File: config.mk
export PLATFORM = sky130hd
export DESIGN_NAME = deadline_task_table
export DESIGN_NICKNAME = d
export VERILOG_FILES = /design/src/hw/rtl/dtt_pkg.sv /design/src/hw/rtl/dtt_ctrl.sv /design/src/hw/rtl/dtt_dp.sv /design/src/hw/rtl/deadline_task_table.sv
export VERILOG_INCLUDE_DIRS = /design/src /design/src/hw/rtl
export SDC_FILE = /design/constraint.sdc
export NUM_CORES = 1
export LEC_CHECK = 0
export ABC_CLOCK_PERIOD_IN_PS = 8700
export BUFFER_PORTS_ARGS = -buffer_cell sky130_fd_sc_hd__buf_4
export CELL_PAD_IN_SITES_DETAIL_PLACEMENT = 1
export CELL_PAD_IN_SITES_GLOBAL_PLACEMENT = 1
export CORE_ASPECT_RATIO = 2
export CORE_MARGIN = 2
export CORE_UTILIZATION = 41
export DETAILED_ROUTE_END_ITERATION = 16
export GPL_ROUTABILITY_DRIVEN = 1
export GPL_TIMING_DRIVEN = 0
export PLACE_DENSITY_LB_ADDON = 0.1
export SYNTH_ARGS = -nofsm -noshare
export SYNTH_HDL_FRONTEND = slang
export SYNTH_HIERARCHICAL = 1
export SYNTH_SLANG_ARGS = --single-unit
File: constraint.sdc
create_clock -name clock -period 8.7 [get_ports clock]
set_clock_uncertainty 0.15 [all_clocks]
set_input_delay 1.74 -clock clock [delete_from_list [all_inputs] [get_ports clock]]
set_output_delay 1.74 -clock clock [all_outputs]
set_load 0.02 [all_outputs]
File: src/hw/rtl/deadline_task_table_assert.svh
// ----------------------------------------------------------------------------
// Deadline task table assertion macros
// Implication and invariant checks used at the end of the top level.
// ----------------------------------------------------------------------------
`ifndef DEADLINE_TASK_TABLE_ASSERT_SVH
`define DEADLINE_TASK_TABLE_ASSERT_SVH

`ifndef SYNTH

`define DTT_ASSERT_IMPLY(label, clk, rst, ante, cons, msg) \
   label: assert property (@(posedge clk) disable iff (rst) (ante) |-> (cons)) \
      else $error(msg);

`define DTT_ASSERT_ALWAYS(label, clk, rst, expr, msg) \
   label: assert property (@(posedge clk) disable iff (rst) (expr)) \
      else $error(msg);

`else

`define DTT_ASSERT_IMPLY(label, clk, rst, ante, cons, msg)

`define DTT_ASSERT_ALWAYS(label, clk, rst, expr, msg)

`endif

`endif

File: src/hw/rtl/dtt_pkg.sv
// ----------------------------------------------------------------------------
// Deadline task table package
// Codes, widths and the command and status groups shared by the modules.
// ----------------------------------------------------------------------------
package dtt_pkg;

   localparam int TIME_W      = 48;
   localparam int TAG_W       = 8;
   localparam int MAX_RESULTS = 16;
   localparam int RES_CW      = $clog2(MAX_RESULTS + 1);

   localparam logic [1:0] KIND_POST = 2'd0;
   localparam logic [1:0] KIND_TICK = 2'd1;
   localparam logic [1:0] KIND_STOP = 2'd2;

   localparam logic [1:0] RES_ACCEPTED = 2'd0;
   localparam logic [1:0] RES_REJECTED = 2'd1;
   localparam logic [1:0] RES_DUE      = 2'd2;
   localparam logic [1:0] RES_FLUSHED  = 2'd3;

   typedef enum logic [1:0] {
      ST_IDLE,
      ST_READ,
      ST_EVAL,
      ST_FINAL
   } state_type;

   typedef struct packed {
      logic post;
      logic start;
      logic read;
      logic eval;
      logic final_push;
   } cmd_type;

   typedef struct packed {
      logic scan_done;
      logic due;
      logic pend_valid;
      logic out_free;
   } stat_type;

endpackage

File: src/hw/rtl/dtt_ctrl.sv
// ----------------------------------------------------------------------------
// Deadline task table controller
// Sequences posts and the entry by entry scan of ticks and stops.
// ----------------------------------------------------------------------------
module dtt_ctrl import dtt_pkg::*; (
   input  logic       clock,
   input  logic       reset,
   input  logic       req_valid,
   input  logic [1:0] req_kind,
   output logic       req_stall,
   input  stat_type   stat,
   output cmd_type    cmd
);

   state_type state_ff;
   state_type state_in;

   always_ff @(posedge clock) begin
      if (reset) begin
         state_ff <= ST_IDLE;
      end else begin
         state_ff <= state_in;
      end
   end

   always_comb begin
      state_in  = state_ff;
      cmd       = '0;
      req_stall = 1'b1;
      unique case (state_ff)
         ST_IDLE: begin
            req_stall = !stat.out_free;
            if (req_valid && stat.out_free) begin
               if (req_kind == KIND_POST) begin
                  cmd.post = 1'b1;
               end else if (req_kind == KIND_TICK || req_kind == KIND_STOP) begin
                  cmd.start = 1'b1;
                  state_in  = ST_READ;
               end
            end
         end
         ST_READ: begin
            if (stat.scan_done) begin
               state_in = ST_FINAL;
            end else begin
               cmd.read = 1'b1;
               state_in = ST_EVAL;
            end
         end
         ST_EVAL: begin
            if (!(stat.due && stat.pend_valid && !stat.out_free)) begin
               cmd.eval = 1'b1;
               state_in = ST_READ;
            end
         end
         ST_FINAL: begin
            if (!(stat.pend_valid && !stat.out_free)) begin
               cmd.final_push = 1'b1;
               state_in       = ST_IDLE;
            end
         end
         default: begin
            state_in = ST_IDLE;
         end
      endcase
   end

endmodule

File: src/hw/rtl/dtt_dp.sv
// ----------------------------------------------------------------------------
// Deadline task table datapath
// Entry memories, scan counters, held result and the output register.
// ----------------------------------------------------------------------------
module dtt_dp import dtt_pkg::*; #(
   parameter int DEPTH = 16
) (
   input  logic              clock,
   input  logic              reset,
   input  logic [1:0]        req_kind,
   input  logic [TIME_W-1:0] req_now_ms,
   input  logic [TIME_W-1:0] req_delay_ms,
   input  logic [TAG_W-1:0]  req_task_tag,
   input  logic              rsp_stall,
   input  cmd_type           cmd,
   output stat_type          stat,
   output logic              rsp_valid,
   output logic [1:0]        rsp_result_kind,
   output logic [TAG_W-1:0]  rsp_task_tag_res,
   output logic              rsp_last
);

   localparam int CW = $clog2(DEPTH + 1);
   localparam int AW = (DEPTH > 1) ? $clog2(DEPTH) : 1;

   logic [TIME_W-1:0] dl_mem [DEPTH];
   logic [TAG_W-1:0]  tag_mem [DEPTH];

   logic [CW-1:0]     count_ff, count_in;
   logic [CW-1:0]     idx_ff, idx_in;
   logic [CW-1:0]     keep_ff, keep_in;
   logic [RES_CW-1:0] nres_ff, nres_in;
   logic              is_tick_ff, is_tick_in;
   logic [TIME_W-1:0] now_ff, now_in;
   logic [TIME_W-1:0] rd_dl_ff;
   logic [TAG_W-1:0]  rd_tag_ff;
   logic [TAG_W-1:0]  pend_tag_ff, pend_tag_in;
   logic              pend_valid_ff, pend_valid_in;
   logic              rsp_valid_ff, rsp_valid_in;
   logic [1:0]        rsp_kind_ff, rsp_kind_in;
   logic [TAG_W-1:0]  rsp_tag_ff, rsp_tag_in;
   logic              rsp_last_ff, rsp_last_in;

   logic [TIME_W:0]   sum;
   logic [TIME_W-1:0] post_dl;
   logic              full;
   logic              due;
   logic              out_free;
   logic              we;
   logic [AW-1:0]     wa;
   logic [TIME_W-1:0] wd_dl;
   logic [TAG_W-1:0]  wd_tag;
   logic              push;
   logic [1:0]        push_kind;
   logic [TAG_W-1:0]  push_tag;
   logic              push_last;

   assign sum      = {1'b0, req_now_ms} + {1'b0, req_delay_ms};
   assign post_dl  = sum[TIME_W] ? {TIME_W{1'b1}} : sum[TIME_W-1:0];
   assign full     = count_ff >= CW'(DEPTH);
   assign due      = (!is_tick_ff || rd_dl_ff <= now_ff) &&
                     (nres_ff < RES_CW'(MAX_RESULTS));
   assign out_free = !rsp_valid_ff || !rsp_stall;

   always_comb begin
      count_in      = count_ff;
      idx_in        = idx_ff;
      keep_in       = keep_ff;
      nres_in       = nres_ff;
      is_tick_in    = is_tick_ff;
      now_in        = now_ff;
      pend_tag_in   = pend_tag_ff;
      pend_valid_in = pend_valid_ff;
      we            = 1'b0;
      wa            = keep_ff[AW-1:0];
      wd_dl         = rd_dl_ff;
      wd_tag        = rd_tag_ff;
      push          = 1'b0;
      push_kind     = is_tick_ff ? RES_DUE : RES_FLUSHED;
      push_tag      = pend_tag_ff;
      push_last     = 1'b0;
      if (cmd.post) begin
         push      = 1'b1;
         push_kind = full ? RES_REJECTED : RES_ACCEPTED;
         push_tag  = req_task_tag;
         push_last = 1'b1;
         if (!full) begin
            we       = 1'b1;
            wa       = count_ff[AW-1:0];
            wd_dl    = post_dl;
            wd_tag   = req_task_tag;
            count_in = count_ff + CW'(1);
         end
      end
      if (cmd.start) begin
         is_tick_in    = req_kind == KIND_TICK;
         now_in        = req_now_ms;
         idx_in        = '0;
         keep_in       = '0;
         nres_in       = '0;
         pend_valid_in = 1'b0;
      end
      if (cmd.eval) begin
         idx_in = idx_ff + CW'(1);
         if (due) begin
            push          = pend_valid_ff;
            pend_tag_in   = rd_tag_ff;
            pend_valid_in = 1'b1;
            nres_in       = nres_ff + RES_CW'(1);
         end else begin
            we      = 1'b1;
            keep_in = keep_ff + CW'(1);
         end
      end
      if (cmd.final_push) begin
         push          = pend_valid_ff;
         push_last     = 1'b1;
         pend_valid_in = 1'b0;
         count_in      = keep_ff;
      end
      rsp_valid_in = push || (rsp_valid_ff && rsp_stall);
      rsp_kind_in  = push ? push_kind : rsp_kind_ff;
      rsp_tag_in   = push ? push_tag : rsp_tag_ff;
      rsp_last_in  = push ? push_last : rsp_last_ff;
   end

   always_ff @(posedge clock) begin
      if (reset) begin
         count_ff      <= '0;
         pend_valid_ff <= 1'b0;
         rsp_valid_ff  <= 1'b0;
      end else begin
         count_ff      <= count_in;
         pend_valid_ff <= pend_valid_in;
         rsp_valid_ff  <= rsp_valid_in;
      end
   end

   always_ff @(posedge clock) begin
      idx_ff      <= idx_in;
      keep_ff     <= keep_in;
      nres_ff     <= nres_in;
      is_tick_ff  <= is_tick_in;
      now_ff      <= now_in;
      pend_tag_ff <= pend_tag_in;
      rsp_kind_ff <= rsp_kind_in;
      rsp_tag_ff  <= rsp_tag_in;
      rsp_last_ff <= rsp_last_in;
   end

   always_ff @(posedge clock) begin
      if (we) begin
         dl_mem[wa]  <= wd_dl;
         tag_mem[wa] <= wd_tag;
      end
      if (cmd.read) begin
         rd_dl_ff  <= dl_mem[idx_ff[AW-1:0]];
         rd_tag_ff <= tag_mem[idx_ff[AW-1:0]];
      end
   end

   assign stat.scan_done  = idx_ff == count_ff;
   assign stat.due        = due;
   assign stat.pend_valid = pend_valid_ff;
   assign stat.out_free   = out_free;

   assign rsp_valid        = rsp_valid_ff;
   assign rsp_result_kind  = rsp_kind_ff;
   assign rsp_task_tag_res = rsp_tag_ff;
   assign rsp_last         = rsp_last_ff;

endmodule

File: src/hw/rtl/deadline_task_table.sv
// ----------------------------------------------------------------------------
// Deadline task table
// A bounded, insertion-ordered table of pending tasks with deadlines.
//
// The req channel carries one item per post, tick or stop. A post adds an
// entry with a saturated deadline if the table is not full, and answers with
// one accepted or rejected item in the cycle after it is taken. A tick scans
// every entry and answers with one item per due entry, oldest first; a stop
// answers with one item per entry and removes it. Each answers for at most
// MAX_RESULTS entries and keeps the rest. The last answer of a request has
// rsp_last set; a tick with nothing due, a stop on an empty table and the
// unused kind give no answer. A post is taken in the IDLE state. A tick or
// stop steps through READ and EVAL once per stored entry and then FINAL, set by
// the memory's single read port and the controller's read-evaluate loop.
// Reset empties the table and drops any pending answer. While the receiver
// stalls, the output register holds its item and the scan waits at the next
// due entry; no new request is taken until the output register can load.
// ----------------------------------------------------------------------------
`include "deadline_task_table_assert.svh"

module deadline_task_table import dtt_pkg::*; #(
   parameter int DEPTH = 16
) (
   input  logic              clock,
   input  logic              reset,
   input  logic              req_valid,
   output logic              req_stall,
   input  logic [1:0]        req_kind,
   input  logic [TIME_W-1:0] req_now_ms,
   input  logic [TIME_W-1:0] req_delay_ms,
   input  logic [TAG_W-1:0]  req_task_tag,
   output logic              rsp_valid,
   input  logic              rsp_stall,
   output logic [1:0]        rsp_result_kind,
   output logic [TAG_W-1:0]  rsp_task_tag_res,
   output logic              rsp_last
);

   cmd_type  cmd;
   stat_type stat;

   dtt_ctrl u_ctrl (
      .clock     (clock),
      .reset     (reset),
      .req_valid (req_valid),
      .req_kind  (req_kind),
      .req_stall (req_stall),
      .stat      (stat),
      .cmd       (cmd)
   );

   dtt_dp #(
      .DEPTH (DEPTH)
   ) u_dp (
      .clock            (clock),
      .reset            (reset),
      .req_kind         (req_kind),
      .req_now_ms       (req_now_ms),
      .req_delay_ms     (req_delay_ms),
      .req_task_tag     (req_task_tag),
      .rsp_stall        (rsp_stall),
      .cmd              (cmd),
      .stat             (stat),
      .rsp_valid        (rsp_valid),
      .rsp_result_kind  (rsp_result_kind),
      .rsp_task_tag_res (rsp_task_tag_res),
      .rsp_last         (rsp_last)
   );

   `DTT_ASSERT_ALWAYS(a_cmd_onehot, clock, reset, $onehot0(cmd), "Commands overlap.")
   `DTT_ASSERT_IMPLY(a_eval_push_free, clock, reset, cmd.eval && stat.due && stat.pend_valid, stat.out_free, "Due entry pushed into a busy output register.")
   `DTT_ASSERT_IMPLY(a_final_push_free, clock, reset, cmd.final_push && stat.pend_valid, stat.out_free, "Last item pushed into a busy output register.")
   `DTT_ASSERT_IMPLY(a_post_answers, clock, reset, cmd.post, ##1 (rsp_valid && rsp_last), "Post did not answer.")

endmodule

==> flow_summary.ini <==
[outcome]
status = completed

[grt]
grt_max_degree = 28
grt_pass1_vias = 25136
track_usage_pct = 23.1
grt_pass1_wl_um = 177000
antenna_found_initial = 1
overflow = 0

[synth]
synthMuxAreaShare_pct = 15.0
synth_top_family_by_area = multiplexers
synth_warnings = 6
synth_area_leaders = edfxtp_1, mux4_2, ha_1
ys.flop_type = edfxtp_1
synth_area_leader_cell = edfxtp_1
yosys.area.top_type_share_pct = 71.2
syn_area_per_cell_um2 = 19.7
synth_cell_types = 67
synth-compound-area-share_pct = 4.55
yosysMostFrequentCell = edfxtp_1
synthCells = 2188
synth.top_cells.by_count = edfxtp_1, mux4_2, ha_1, nand2_1, inv_1
async_reset_ff_share_pct = 0
synth-seq-area-share_pct = 72.1
synth_edf_count = 1025
synth_xor_area_share_pct = 1.09
ys_seq_elements = 1044
syn_nets = 2401
synth_simple_gate_area_share_pct = 2.53
syn-cell-area_mm2 = 0.0432
synthAdderAreaFrac_pct = 3.00

[placement]
dp_hpwl_um = 83700
port-buffer-count = 122
pre_cts_ws_ns = 1.90
place_inst = 3728
gp_congestion = 0.840

[hold_path]
hold_path_end = u_dp/pend_tag_ff[4]$_DFFE_PP_
hold_depth = 0
hp-start = u_dp/rd_tag_ff[4]$_DFFE_PP_
min_path_type = reg2reg

[timing]
setup_ws_ns = 1.97
maxSlewViolCount = 0
tns_ns = 0
period_minus_slack_ns = 6.73
hold_violations = 0
slew_headroom_pct = 10.3
finalCritPeriodShare_pct = 77.4
rsz0062_at_grt = no
fmax_mhz = 149
final-setup-viol-count = 0
worstMarginPinSlew_ns = 1.34
fin_hold_ws_ns = 0.302

[power]
internal-power_w = 0.00872
peakVddDrop_mv = 0.160
clock_power_share_pct = 36.6
total_power_w = 0.0116
power_leakage_nw = 16.6
pwr-share-seq_pct = 50.3
combPwrFrac_pct = 13.1
p_per_area_mw_per_mm2 = 231
power_switching_w = 0.00288
p_sw_share_pct = 24.8

[drt]
wirelength_met1_um = 46900
wl_per_cell_um = 31.4
dr.pass1.iters = 5
top_layer = met4
wl_met2_um = 66700
drcViolationCount = 0
via_per_inst = 5.80
wl_met3_um = 5650
wirelength_um = 123000
drtAntennaViolNets = 0
vias = 22644
drt_first_iter_violations = 1945

[clock_tree]
cts_made_buffers = 96
clk_pin_slew_ns = 0.07
clk_latency_ns = 0.69
postCtsResizedCells = 0
htreeDepth = 3
cts.sinks = 1044
cts_tree = built
post-cts-setup-buffer-count = 0
clk_path_buf_depth = 3
root_buffer = clkbuf_16
holdBufCountCts = 0

[die]
dieArea_mm2 = 0.108
core_mm2 = 0.105
ioPinCount = 123
start_util_pct = 41.3
dieWidth_um = 234
rows = 168
dieHeight_um = 463

[worst_setup_path]
reg2regPathDepth = 19
end_kind = register
r2r-end = u_dp/dl_mem[11][29]$_DFFE_PP_
crit_type = reg2reg
critPathRequiredTime_ns = 8.93
ff2ff_setup_slack_ns = 1.97
r2r-start = u_dp/rd_dl_ff[42]$_DFFE_PP_
startpoint_type = register
arrival_ns = 6.96
path_max_fanout = 18

[cells_and_area]
drive_above_1_share_pct = 26.0
fillers = 9563
areaGrowthSynthToFinish_pct = 16.2
stdcell_count = 3905
n_antenna_cell = 0
nets = 2679

[flow_run]
drv_cap = 0
cells by family (layout without fill, tap and decap cells):
logic type | after synthesis | in the layout
flip-flops | 1044 | 1044
XOR/XNOR | 54 | 54
AO/OA/AOI/OAI | 282 | 282
multiplexers | 296 | 296
buffers and inverters | 178 | 535
adder cells (fa/ha/maj) | 103 | 103
AND/OR/NAND/NOR | 231 | 231
area by class of cell:
class                   count  area [µm²]  area share [%]
clock inverters            61         569            1.13
repair buffers            180        2050            4.09
plain buffers             106         469           0.935
well taps                1360        1700            3.39
clock buffers             116        2520            5.02
flip-flops and latches   1044       31200            62.1
inverters                  72         270           0.539
multi-input cells         966       11400            22.8
sequential cells by signal, indices dropped and copies added, names as in the netlist, 2 cells and up:
| name | flops |
|---|---|
| u_dp/count_ff | 5 |
| u_dp/rsp_task_tag_res | 8 |
| u_dp/now_ff | 48 |
| u_dp/pend_tag_ff | 8 |
| u_dp/idx_ff | 5 |
| u_dp/rd_dl_ff | 48 |
| u_dp/tag_mem | 128 |
| u_dp/rsp_result_kind | 2 |
| u_dp/keep_ff | 5 |
| u_dp/dl_mem | 768 |
| u_dp/rd_tag_ff | 8 |
| u_dp/nres_ff | 5 |
| u_ctrl/state_ff | 2 |
worst max-delay path by stage:
stage	slack, ns	cells after the start	from	endpoint
after global placement	-5.42	6	u_dp/idx_ff[3]$_SDFFCE_PN0P_	u_dp/rd_dl_ff[29]$_DFFE_PP_
after CTS	1.83	19	u_dp/rd_dl_ff[42]$_DFFE_PP_	u_dp/dl_mem[11][20]$_DFFE_PP_
after floorplan	2.11	6	u_dp/idx_ff[3]$_SDFFCE_PN0P_	u_dp/rd_dl_ff[0]$_DFFE_PP_
final	1.97	19	u_dp/rd_dl_ff[42]$_DFFE_PP_	u_dp/dl_mem[11][29]$_DFFE_PP_
after detailed placement	1.90	19	u_dp/rd_dl_ff[42]$_DFFE_PP_	u_dp/dl_mem[11][27]$_DFFE_PP_
after global routing	1.57	19	u_dp/rd_dl_ff[42]$_DFFE_PP_	u_dp/dl_mem[11][20]$_DFFE_PP_
metrics by stage:
stage	utilization (%)	cell area, µm²
floorplan	-	43200
global placement	43.8	45800
detailed placement	45.0	47100
CTS	47.9	50200
global route	47.9	50200
finish	47.9	50200
critical path: stages (launching register included):
cell and delay (ns):
edfxtp_1 0.47, ha_1 0.35, nand4_1 0.25, or3_1 0.44
nor2_1 0.14, nand2_1 0.28, a21oi_1 0.64, o21a_1 0.22
nor2_1 0.04, buf_4 0.14, inv_1 0.04, o21ai_1 0.10
nor2_1 0.50, o21a_1 0.22, o31a_1 0.24, clkbuf_1 0.34
a41oi_1 0.48, nor2_4 0.80, buf_12 0.28, buf_12 0.21
placed cells by master (no fill, tap or decap), drive strengths merged, types with 39 or more instances in the layout:
cell type  Yosys  final
edfxtp      1025   1025
mux4         280    280
buf           37    217
clkbuf        69    185
ha           102    102
inv           72     80
nand2         79     79
a21oi         71     71
a21o          61     61
nor2          59     59
o22a          46     46
clkinv         0     39
metal layers:
layer | vias to the layer above | global-route usage, %
li1 | 9573 | -
met1 | 12289 | 27.9
met2 | 613 | 42.2
met3 | 169 | 3.57
met4 | 0 | 6.63
met5 | - | 0
power by group through the flow:
| stage | combinational, W | sequential (W) | clock [W] |
|---|---|---|---|
| 3_3_place_gp | 0.00146 | 0.00596 | 0 |
| 6_report | 0.00152 | 0.00584 | 0.00424 |
| 4_1_cts | 0.00154 | 0.00584 | 0.00433 |
| 5_1_grt | 0.00164 | 0.00584 | 0.00448 |
| 2_1_floorplan | 0.000955 | 0.00593 | 0 |
| 3_5_place_dp | 0.00153 | 0.00595 | 0 |
No activity file was read; power rests on OpenSTA's default activity.
